[src/hdl/cbmi_pkg.sv]
// types and constants for the cartridge bank mapper
package cbmi_pkg;

  typedef enum logic [1:0] {
    OP_CPU_WRITE = 2'd0,
    OP_CPU_TICK  = 2'd1,
    OP_CPU_XLATE = 2'd2,
    OP_PPU_XLATE = 2'd3
  } op_t;

  typedef enum logic [1:0] {
    REGION_NONE      = 2'd0,
    REGION_PROGRAM   = 2'd1,
    REGION_PATTERN   = 2'd2,
    REGION_NAMETABLE = 2'd3
  } region_t;

  // write decode group, address bits 6:4
  typedef enum logic [2:0] {
    WGRP_PROGRAM   = 3'd0,
    WGRP_PATTERN_LO = 3'd1,
    WGRP_PATTERN_HI = 3'd2,
    WGRP_IRQ_ON    = 3'd3,
    WGRP_IRQ_OFF   = 3'd4,
    WGRP_NAMETABLE = 3'd5,
    WGRP_NONE_6    = 3'd6,
    WGRP_NONE_7    = 3'd7
  } wgrp_t;

  localparam int unsigned ADDR_W   = 16;
  localparam int unsigned DATA_W   = 8;
  localparam int unsigned MAPPED_W = 17;
  localparam int unsigned S_TDATA_W = 24;
  localparam int unsigned M_TDATA_W = 24;

  localparam logic [3:0] PRG_RESET      = 4'hF;
  localparam logic [1:0] PRG_LAST_INDEX = 2'd3;
  localparam logic [1:0] PRG_LAST_HIGH  = 2'b11;

  typedef struct packed {
    logic          irq_line;
    region_t       region;
    logic [MAPPED_W-1:0] mapped_address;
  } result_t;

endpackage

[src/hdl/cartridge_bank_mapper_with_irq_top.sv]
// cartridge bank mapper with cycle-counting interrupt, top level
//
// one input stream carries bus events: s_tuser holds the operation (cpu write,
// cpu cycle tick, cpu address translate, ppu address translate) and s_tdata
// holds address and write data. every accepted transfer produces exactly one
// result transfer on the m_ side: the interrupt line as it stands after the
// event, the region and the flat mapped address.
// the mapper state updates in the cycle of the input transfer and the result
// is registered in the output register, or in the skid register while a result is stalled.
// throughput is one transfer per cycle while the receiver takes results;
// a two-entry output buffer (output register plus skid register)
// keeps s_tready high while one result waits for the receiver.
// when the receiver stalls, the result holds on m_tdata/m_tuser; a second
// result goes into the skid register and s_tready drops until it drains.
// rst (synchronous, active high) restores all program banks to fifteen,
// pattern banks and nametable pages to zero, disables and releases the
// interrupt and empties the output buffer.
module cartridge_bank_mapper_with_irq_top
  import cbmi_pkg::*;
(
  input  logic                 clk,
  input  logic                 rst,
  input  logic                 s_tvalid,
  output logic                 s_tready,
  input  logic [S_TDATA_W-1:0] s_tdata,   // address[15:0], write_data[23:16]
  input  logic [1:0]           s_tuser,   // op[1:0]
  output logic                 m_tvalid,
  input  logic                 m_tready,
  output logic [M_TDATA_W-1:0] m_tdata,   // irq_line[0], mapped_address[17:1], zero[23:18]
  output logic [1:0]           m_tuser    // region[1:0]
);

  logic [3:0] program_banks [4];
  logic [3:0] program_banks_next [4];
  logic [6:0] pattern_banks [8];
  logic [6:0] pattern_banks_next [8];
  logic [3:0] nametable_pages;
  logic [3:0] nametable_pages_next;
  logic       irq_enable;
  logic       irq_enable_next;
  logic [7:0] cycle_counter;
  logic [7:0] cycle_counter_next;
  logic       irq_pending;
  logic       irq_pending_next;

  logic       accept;
  op_t        op;
  logic [ADDR_W-1:0] address;
  logic [DATA_W-1:0] write_data;
  wgrp_t      wgrp;
  logic [1:0] widx;
  logic [13:0] ppu_addr;
  logic [7:0] count_dec;
  result_t    result;

  result_t    out_res;
  logic       out_valid;
  result_t    skid_res;
  logic       skid_valid;

  assign accept     = s_tvalid && s_tready;
  assign op         = op_t'(s_tuser);
  assign address    = s_tdata[ADDR_W-1:0];
  assign write_data = s_tdata[ADDR_W +: DATA_W];
  assign wgrp       = wgrp_t'(address[6:4]);
  assign widx       = address[1:0];
  assign ppu_addr   = address[13:0];
  assign count_dec  = cycle_counter - 8'd1;

  always_comb begin
    program_banks_next   = program_banks;
    pattern_banks_next   = pattern_banks;
    nametable_pages_next = nametable_pages;
    irq_enable_next      = irq_enable;
    cycle_counter_next   = cycle_counter;
    irq_pending_next     = irq_pending;
    if (accept) begin
      case (op)
        OP_CPU_WRITE: begin
          if (address[15]) begin
            case (wgrp)
              WGRP_PROGRAM: begin
                if (widx == PRG_LAST_INDEX) begin
                  program_banks_next[widx] = {PRG_LAST_HIGH, write_data[1:0]};
                end else begin
                  program_banks_next[widx] = write_data[3:0];
                end
              end
              WGRP_PATTERN_LO: pattern_banks_next[{1'b0, widx}] = write_data[6:0];
              WGRP_PATTERN_HI: pattern_banks_next[{1'b1, widx}] = write_data[6:0];
              WGRP_IRQ_ON:     irq_enable_next = 1'b1;
              WGRP_IRQ_OFF: begin
                irq_enable_next    = 1'b0;
                cycle_counter_next = 8'd0;
                irq_pending_next   = 1'b0;
              end
              WGRP_NAMETABLE:  nametable_pages_next[widx] = write_data[0];
              default: ;
            endcase
          end
        end
        OP_CPU_TICK: begin
          if (irq_enable) begin
            cycle_counter_next = count_dec;
            if (count_dec == 8'd0) begin
              irq_pending_next = 1'b1;
            end
          end
        end
        default: ;
      endcase
    end
  end

  always_comb begin
    result.irq_line       = irq_pending_next;
    result.region         = REGION_NONE;
    result.mapped_address = '0;
    case (op)
      OP_CPU_XLATE: begin
        if (address[15]) begin
          result.region         = REGION_PROGRAM;
          result.mapped_address = {program_banks[address[14:13]], address[12:0]};
        end
      end
      OP_PPU_XLATE: begin
        if (!ppu_addr[13]) begin
          result.region         = REGION_PATTERN;
          result.mapped_address = {pattern_banks[ppu_addr[12:10]], ppu_addr[9:0]};
        end else begin
          result.region         = REGION_NAMETABLE;
          result.mapped_address = {6'd0, nametable_pages[ppu_addr[11:10]], ppu_addr[9:0]};
        end
      end
      default: ;
    endcase
  end

  always_ff @(posedge clk) begin
    if (rst) begin
      for (int i = 0; i < 4; i++) begin
        program_banks[i] <= PRG_RESET;
      end
      for (int i = 0; i < 8; i++) begin
        pattern_banks[i] <= '0;
      end
      nametable_pages <= '0;
      irq_enable      <= 1'b0;
      cycle_counter   <= '0;
      irq_pending     <= 1'b0;
    end else begin
      program_banks   <= program_banks_next;
      pattern_banks   <= pattern_banks_next;
      nametable_pages <= nametable_pages_next;
      irq_enable      <= irq_enable_next;
      cycle_counter   <= cycle_counter_next;
      irq_pending     <= irq_pending_next;
    end
  end

  // output register plus skid register
  always_ff @(posedge clk) begin
    if (rst) begin
      out_valid  <= 1'b0;
      skid_valid <= 1'b0;
    end else if (out_valid && m_tready) begin
      if (skid_valid) begin
        skid_valid <= 1'b0;
      end else if (!accept) begin
        out_valid <= 1'b0;
      end
    end else if (!out_valid) begin
      if (accept) begin
        out_valid <= 1'b1;
      end
    end else if (accept) begin
      skid_valid <= 1'b1;
    end
  end

  always_ff @(posedge clk) begin
    if (out_valid && m_tready) begin
      if (skid_valid) begin
        out_res <= skid_res;
      end else if (accept) begin
        out_res <= result;
      end
    end else if (!out_valid) begin
      if (accept) begin
        out_res <= result;
      end
    end else if (accept) begin
      skid_res <= result;
    end
  end

  assign s_tready = !skid_valid;
  assign m_tvalid = out_valid;
  assign m_tuser  = out_res.region;
  assign m_tdata  = {{(M_TDATA_W - MAPPED_W - 1){1'b0}}, out_res.mapped_address,
                     out_res.irq_line};

endmodule

[config.mk]
export PLATFORM = sky130hd
export DESIGN_NAME = cartridge_bank_mapper_with_irq_top
export DESIGN_NICKNAME = d
export VERILOG_FILES = /design/src/hdl/cbmi_pkg.sv /design/src/hdl/cartridge_bank_mapper_with_irq_top.sv
export SDC_FILE = /design/constraint.sdc
export NUM_CORES = 1
export LEC_CHECK = 0
export BUFFER_PORTS_ARGS = -buffer_cell sky130_fd_sc_hd__buf_2
export CORE_UTILIZATION = 53
export CTS_CLUSTER_SIZE = 25
export DETAILED_ROUTE_END_ITERATION = 16
export GPL_TIMING_DRIVEN = 1
export PLACE_DENSITY = 0.72
export SYNTH_ARGS = -nofsm -noshare
export SYNTH_HDL_FRONTEND = slang
export SYNTH_SLANG_ARGS = --single-unit
[constraint.sdc]
create_clock -name clk -period 2.2 [get_ports clk]
set_clock_uncertainty 0.05 [all_clocks]
set_input_delay 0.22 -clock clk [delete_from_list [all_inputs] [get_ports clk]]
set_output_delay 0.22 -clock clk [all_outputs]
set_load 0.01 [all_outputs]
==> results of run 1 <==
[what timing repair did]
action	in CTS	in global routing
hold buffers	11	0
buffers inserted	0	3
endpoints found under the hold margin	17	0
setup endpoints to repair	0	2
resized for setup	0	0
[cells by family after synthesis]
logic type,after synthesis
XOR/XNOR,1
buffers and inverters,59
AND/OR/NAND/NOR,230
adder cells (fa/ha/maj),2
flip-flops,127
AO/OA/AOI/OAI,84
other,1
multiplexers,77
[critical path: cells and delay by family (launching register included)]
kind	cells	cell delay, ns
and+or+nand+nor	2	1.06
AOI/OAI and AO/OA	3	0.46
DFF	1	0.39
[routing by layer]
metal / vias to the layer above / GRT usage (%) / wire, µm
met5: - / 0 / 0
met4: 0 / 8.41 / 192
met3: 23 / 5.57 / 740
met2: 149 / 41.9 / 6700
met1: 2280 / 32.0 / 5940
li1: 2205 / - / -
[final timing paths]
check	from	end	slack, ns	depth (start not counted)
max	cycle_counter[0]	m_tdata[0]	0.12	5
min	s_tvalid	skid_valid	0.04	3
max reg2reg	cycle_counter[0]	m_tdata[0]	0.12	5
min reg2reg	pattern_banks[27]	pattern_banks[27]	0.41	2
[final cells by class]
type / instances / area (µm²) / area share [%]
Timing Repair Buffer: 92 / 631 / 8.95
Sequential cell: 127 / 2940 / 41.8
Multi-Input combinational cell: 400 / 2700 / 38.3
Clock inverter: 6 / 43.8 / 0.622
Tap cell: 140 / 175 / 2.49
Clock buffer: 26 / 531 / 7.53
Inverter: 7 / 26.3 / 0.373
[sequential cells by signal (all words and copies together) (netlist names), named ones only]
register	count
m_tvalid	1
cycle_counter	8
nametable_pages	4
irq_pending	1
m_tdata	18
pattern_banks	56
program_banks	7
skid_res	20
m_tuser	2
skid_valid	1
irq_enable	1
[synth_stat cells (all sizes together), types with 2 or more instances]
master  count
o22ai      16
and3        5
edfxtp     40
nor2      100
nand2b      3
buf        18
dfxtp      87
nor3       21
nand2      47
nor4b       2
a211oi      2
ha          2
nor2b       4
o21ai       7
and2       11
o21a        5
a21oi      27
mux2i      59
nand3      19
o211ai      2
clkbuf     34
or4b        2
inv         7
a311oi      3
a21boi      2
mux4       18
nand4       4
a22oi       5
a31oi       9
nand3b      4
nor3b       3
[layout by cell type, fill, tap and decap left out, types with 9 or more instances in the layout]
cell           instances
nand2_1               46
nor3_1                21
dfxtp_1               87
buf_2                 50
and2_1                11
mux2i_1               59
clkbuf_16             18
dlygate4sd3_1         11
edfxtp_1              40
buf_4                 28
nor2_1                99
o22ai_1               16
nand3_1               19
a31oi_1                9
mux4_2                18
a21oi_1               27
[per-stage QoR]
| stage | cell area, µm² | std cells | power [W] |
|---|---|---|---|
| 6_report | 7050 | 798 | 0.00563 |
| 5_1_grt | 7050 | 798 | 0.00582 |
| 4_1_cts | 7020 | 795 | 0.00566 |
| 3_5_place_dp | 6340 | 752 | 0.00302 |
| 2_1_floorplan | 5900 | 586 | 0.00285 |
| 3_3_place_gp | 6340 | 752 | 0.00300 |
[power by group through the flow]
| stage | combinational [W] | clock, W | sequential [W] |
|---|---|---|---|
| floorplan | 0.000239 | 0 | 0.00261 |
| global placement | 0.000421 | 0 | 0.00258 |
| detailed placement | 0.000431 | 0 | 0.00259 |
| CTS | 0.000450 | 0.00267 | 0.00254 |
| global route | 0.000492 | 0.00279 | 0.00255 |
| finish | 0.000450 | 0.00264 | 0.00254 |
==> out/metrics.cfg, run 1 <==
[synth]
synth_adder_area_share_pct=0.425
ys_seq_area_share_pct=50.0
yosys.area_share.simple_pct=18.8
synth_edf_count=40
synth.area.top_cells=dfxtp_1 (30%), edfxtp_1 (20%), mux2i_1 (10%)
yosysTopAreaCellShare_pct=29.6
synth_top_family_by_area=simple AND/OR/NAND/NOR gates
ys_ff_latch=127
syn-cell-area_um2=5880
synthFlopType=dfxtp_1
synthXorXnorAreaFrac_pct=0.149
postSynthAreaPerCell_um2=10.1
yosysUniqueCellTypes=52
syn_inst=581
synth_compound_area_share_pct=8.98
synthMuxAreaShare_pct=16.9
async_reset_ff_share_pct=0
synth_warnings=0
synth_area_leader_cell=dfxtp_1

[clock_tree]
clockBufferDepth=2
cts_max_level=4
clk_pin_slew_ns=0.06
cts_inserted_buffers=17
cts_tree=done
clk_latency_ns=0.52
clock_sinks=127
cts_root_buf=clkbuf_8

[pwr]
pwr-share-clk_pct=47.0
pwr-share-seq_pct=45.1
sw_frac_of_total_pct=23.2
ir_worst_vdd_v=0.000475
p_sw_w=0.00131
internal_power_w=0.00432
leakagePower_nw=2.93
powerDensity_nw_per_um2=799
power_frac_comb_pct=8.0

[global_route]
grt_overflow=0
first_global_vias=4387
grt_pass1_wl_mm=21.9
track_usage_pct=25.0
antenna_found_initial=0
grt_max_degree=71

[die]
die_area_um2=11500
initial_utilization_pct=54.3
core_um2=10800
num_rows=38
die_w_um=107
chipHeight_um=107
ios=58

[drt]
drtAntennaViolNets=0
num_vias=4657
wire_per_inst_um=17.0
drt_iter0_drc=380
vias_per_cell=5.84
drt_drc_violations_left=0
dr.pass1.iters=5
routed_wl_mm=13.6

[sta]
holdWs_ns=0.0421
finalWorstSetupSlack_ns=0.117
max_freq_mhz=480
rsz0062_at_grt=no
tns_ns=0
finalSetupViolCount=0
slew_headroom_pct=63.2
finalCritPeriodShare_pct=94.7
finalCriticalPeriod_ns=2.08
drv_slew=0
worst_pin_slew_ns=0.545
finalHoldViolCount=0

[cells_and_area]
num-nets-final=677
synthToLayoutAreaGrowth_pct=19.8
fillers=862
utilization_pct=65.0
diodes=0
final_layout_size_suffix_gt1_share_pct=20.8

[placement]
dp_slack_ns=0.124
gp_congestion=0.858
hpwl_mm=9.03
io_buffers=50

[critical_path]
slowest_delay_ns=0.69
required_ns=2.53
crit_fanout=9
crit_chain=or4b_2 > o21ai_0 > a22oi_1 > nor3_1 > a32o_1
crit_path_start_kind=flop
arrival_ns=2.42
slowest_stage=or4b_2
crit_path_end_kind=flop
path_class=reg2reg

[job]
max_cap_viol_count=0

[min_path]
min_path_type=in2reg

[outcome]
outcome=finished clean

(Power assumes the default switching activity.)
==> inputs of run 2 (changes only) <==
--- a/config.mk
+++ b/config.mk
@@ -5,12 +5,13 @@
 export SDC_FILE = /design/constraint.sdc
 export NUM_CORES = 1
 export LEC_CHECK = 0
+export ABC_AREA = 1
 export BUFFER_PORTS_ARGS = -buffer_cell sky130_fd_sc_hd__buf_2
 export CORE_UTILIZATION = 53
 export CTS_CLUSTER_SIZE = 25
 export DETAILED_ROUTE_END_ITERATION = 16
 export GPL_TIMING_DRIVEN = 1
-export PLACE_DENSITY = 0.72
+export PLACE_DENSITY = 0.71
 export SYNTH_ARGS = -nofsm -noshare
 export SYNTH_HDL_FRONTEND = slang
 export SYNTH_SLANG_ARGS = --single-unit
==> run 2 against run 1 <==
  * Global-route usage grew 0.68 points
  * Final area shrank 1.4%
  * Area after synthesis grew 1.3%
  * Wire length grew 4.5%
  * Synthesized cell count grew 26%
  * Sequential cell count is the same
  * Critical path type unchanged
  * Via count grew 11%
  * Total power grew 1.4%
  * Clock-buffer cell count shrank 1
  * Die area grew 1.3%
==> out/metrics.cfg, run 2 <==
[drt]
routed_wl_mm=14.2  ; +4.5%
drt_drc_violations_left=0  ; unchanged
dr.pass1.iters=5  ; unchanged
vias_per_cell=5.46  ; -6.4%
wire_per_inst_um=15.0  ; -12%
num_vias=5154  ; +11%
drt_iter0_drc=426  ; +12%
drtAntennaViolNets=0  ; unchanged

[die]
core_um2=10900  ; +0.44%
initial_utilization_pct=54.7  ; +0.49 points
ios=58  ; unchanged
die_w_um=108  ; +0.66%
die_area_um2=11700  ; +1.3%
chipHeight_um=108  ; +0.66%
num_rows=38  ; unchanged

[synth]
yosysTopAreaCellShare_pct=29.2  ; -0.39 points
ys_ff_latch=127  ; unchanged
postSynthAreaPerCell_um2=8.13  ; -20%
syn-cell-area_um2=5960  ; +1.3%
syn_inst=733  ; +26%
synth.area.top_cells=dfxtp_1 (29%), edfxtp_1 (20%), inv_1 (6.3%)
synth_warnings=0  ; unchanged
synth_common_cells=inv_1 (100), nor2_1 (92), dfxtp_1 (87)
yosysMostFrequentCell=inv_1
synthFlopType=dfxtp_1
yosysUniqueCellTypes=40  ; -23%
synth_edf_count=40  ; unchanged
synth_area_leader_cell=dfxtp_1
async_reset_ff_share_pct=0  ; unchanged
ys_seq_area_share_pct=49.4  ; -0.66 points

[sta]
rsz0062_at_grt=no
drv_slew=0  ; unchanged
worst_pin_slew_ns=0.557  ; +0.0123 ns
finalCriticalPeriod_ns=1.81  ; -0.272 ns
slew_headroom_pct=62.7  ; -0.48 points
finalSetupViolCount=0  ; unchanged
max_freq_mhz=552  ; +15%
finalCritPeriodShare_pct=82.3  ; -12 points
tns_ns=0  ; unchanged
finalHoldViolCount=0  ; unchanged
finalWorstSetupSlack_ns=0.389  ; +0.272 ns

[pwr]
power_frac_comb_pct=10.1  ; +2.1 points
sw_frac_of_total_pct=24.2  ; +0.92 points
p_sw_w=0.00138  ; +5.4%
internal_power_w=0.00433  ; +0.18%
leakagePower_nw=2.88  ; -1.6%
ir_worst_vdd_v=0.000532  ; +12%
power_w=0.00571  ; +1.4%
pwr-share-seq_pct=44.8  ; -0.3 points
pwr-share-clk_pct=45.1  ; -1.9 points
powerDensity_nw_per_um2=822  ; +2.9%

[min_path]
min_path_type=in2reg

[global_route]
grt_max_degree=54  ; -24%
first_global_vias=4739  ; +8.0%
antenna_found_initial=0  ; unchanged
track_usage_pct=25.7  ; +0.68 points
grt_overflow=0  ; unchanged
grt_pass1_wl_mm=22.9  ; +4.8%

[critical_path]
crit_path_end_kind=flop
path_class=reg2reg
required_ns=2.43  ; -0.10 ns
crit_fanout=6  ; -3
arrival_ns=2.04  ; -0.38 ns
crit_path_start_kind=flop

[cells_and_area]
top_register=pattern_banks
most-common-layout-cells=inv_1 (100), nor2_1 (91), dfxtp_1 (87), nand2_1 (80), o21ai_0 (74)
ff_latch_area_um2=2940  ; unchanged
final_layout_size_suffix_gt1_share_pct=15.4  ; -5.4 points
fillers=950  ; +10%
synthToLayoutAreaGrowth_pct=16.5
diodes=0  ; unchanged
final_common_cell=inv_1
multi_input_area_um2=2400  ; -11%
num-nets-final=823  ; +22%
largest_reg_flops=56  ; unchanged

[clock_tree]
clk_latency_ns=0.52  ; about the same
cts_max_level=4  ; unchanged
cts_inserted_buffers=17  ; unchanged
clk_pin_slew_ns=0.06  ; about the same
cts_root_buf=clkbuf_8
clock_sinks=127  ; unchanged
cts_tree=done
clockBufferDepth=2  ; unchanged

[job]
max_cap_viol_count=0  ; unchanged

[placement]
gp_congestion=0.843  ; -1.7%
io_buffers=50  ; unchanged
dp_slack_ns=0.359  ; +0.235 ns
hpwl_mm=9.46  ; +4.8%

[outcome]
outcome=finished clean

[run 2: cell types whose count changed in the layout (fill, tap and decap cells not counted), sizes merged, moves of 16 or more]
| cell | delta |
|---|---|
| a211oi | +22 |
| a21oi | +46 |
| buf | -17 |
| inv | +99 |
| mux2i | -59 |
| mux4 | -18 |
| nand2 | +39 |
| nor3 | -16 |
| o211ai | +18 |
| o21ai | +75 |
[run 2: path summary, 6_finish.rpt]
path	slack, ns	cells after the start	start	end
worst max-delay path	0.39	13	cycle_counter[0]	skid_res[19]
worst min-delay path	0.02	3	s_tdata[8]	skid_res[8]
worst max register to register	0.39	13	cycle_counter[0]	skid_res[19]
worst min register to register	0.39	2	pattern_banks[25]	pattern_banks[25]
[run 2: critical path, stage by stage, from the launching register on]
cell	delay (ns)
dfxtp_1	0.31
inv_1	0.14
ha_1	0.20
inv_1	0.06
nor2_1	0.14
nand4_1	0.10
nand2_1	0.10
nor2_1	0.04
nand3_1	0.11
nand2_1	0.06
nand2_1	0.08
nand2_1	0.05
nand2_1	0.08
inv_1	0.05
[run 2: per-stage QoR]
step	instance area, µm²	hold WS [ns]	instances	utilization (%)
2_1_floorplan	5980	0.313	738	-
3_3_place_gp	6290	0.374	901	57.8
3_5_place_dp	6290	0.386	901	57.8
4_1_cts	6950	0.0000417	944	63.8
5_1_grt	6950	0.00491	944	63.8
6_report	6950	0.0178	944	63.8
[run 2: layout make-up]
class / instances / share of cell area (%)
sequential: 127 / 42.4
timing repair buffer: 75 / 6.70
clock buffer: 25 / 6.99
clock inverter: 7 / 0.865
inverter: 109 / 5.94
tap: 140 / 2.52
multi-input combinational: 461 / 34.6
[run 2: repair_timing]
| item | in CTS | in global routing |
|---|---|---|
| hold buffers | 11 | 0 |
| setup endpoints to repair | 0 | 0 |
| hold endpoints to repair | 20 | 0 |
| buffers inserted | 0 | 0 |
| resized for setup | 0 | 0 |
[run 2: cell families after synthesis]
logic type	Yosys count	synth area share [%]
AND/OR/NAND/NOR	224	17.1
flip-flops	127	49.4
adder cells (fa/ha/maj)	2	0.420
buffers and inverters	150	10.7
other	1	0.0629
AO/OA/AOI/OAI	229	22.4
[run 2: routing by layer]
metal  up-vias  part of all wire, %  track usage (%)
li1       2587                    -                -
met1      2385                   44             32.3
met2       161                   48             43.6
met3        21                  6.2             5.49
met4         0                  1.5             8.71
met5         -                    0                0
[run 2: power groups by stage]
stage	Combinational (W)	Sequential (W)	Clock, W
2_1_floorplan	0.000338	0.00263	0
3_3_place_gp	0.000543	0.00260	0
3_5_place_dp	0.000555	0.00261	0
4_1_cts	0.000575	0.00256	0.00260
5_1_grt	0.000644	0.00257	0.00272
6_report	0.000577	0.00256	0.00257
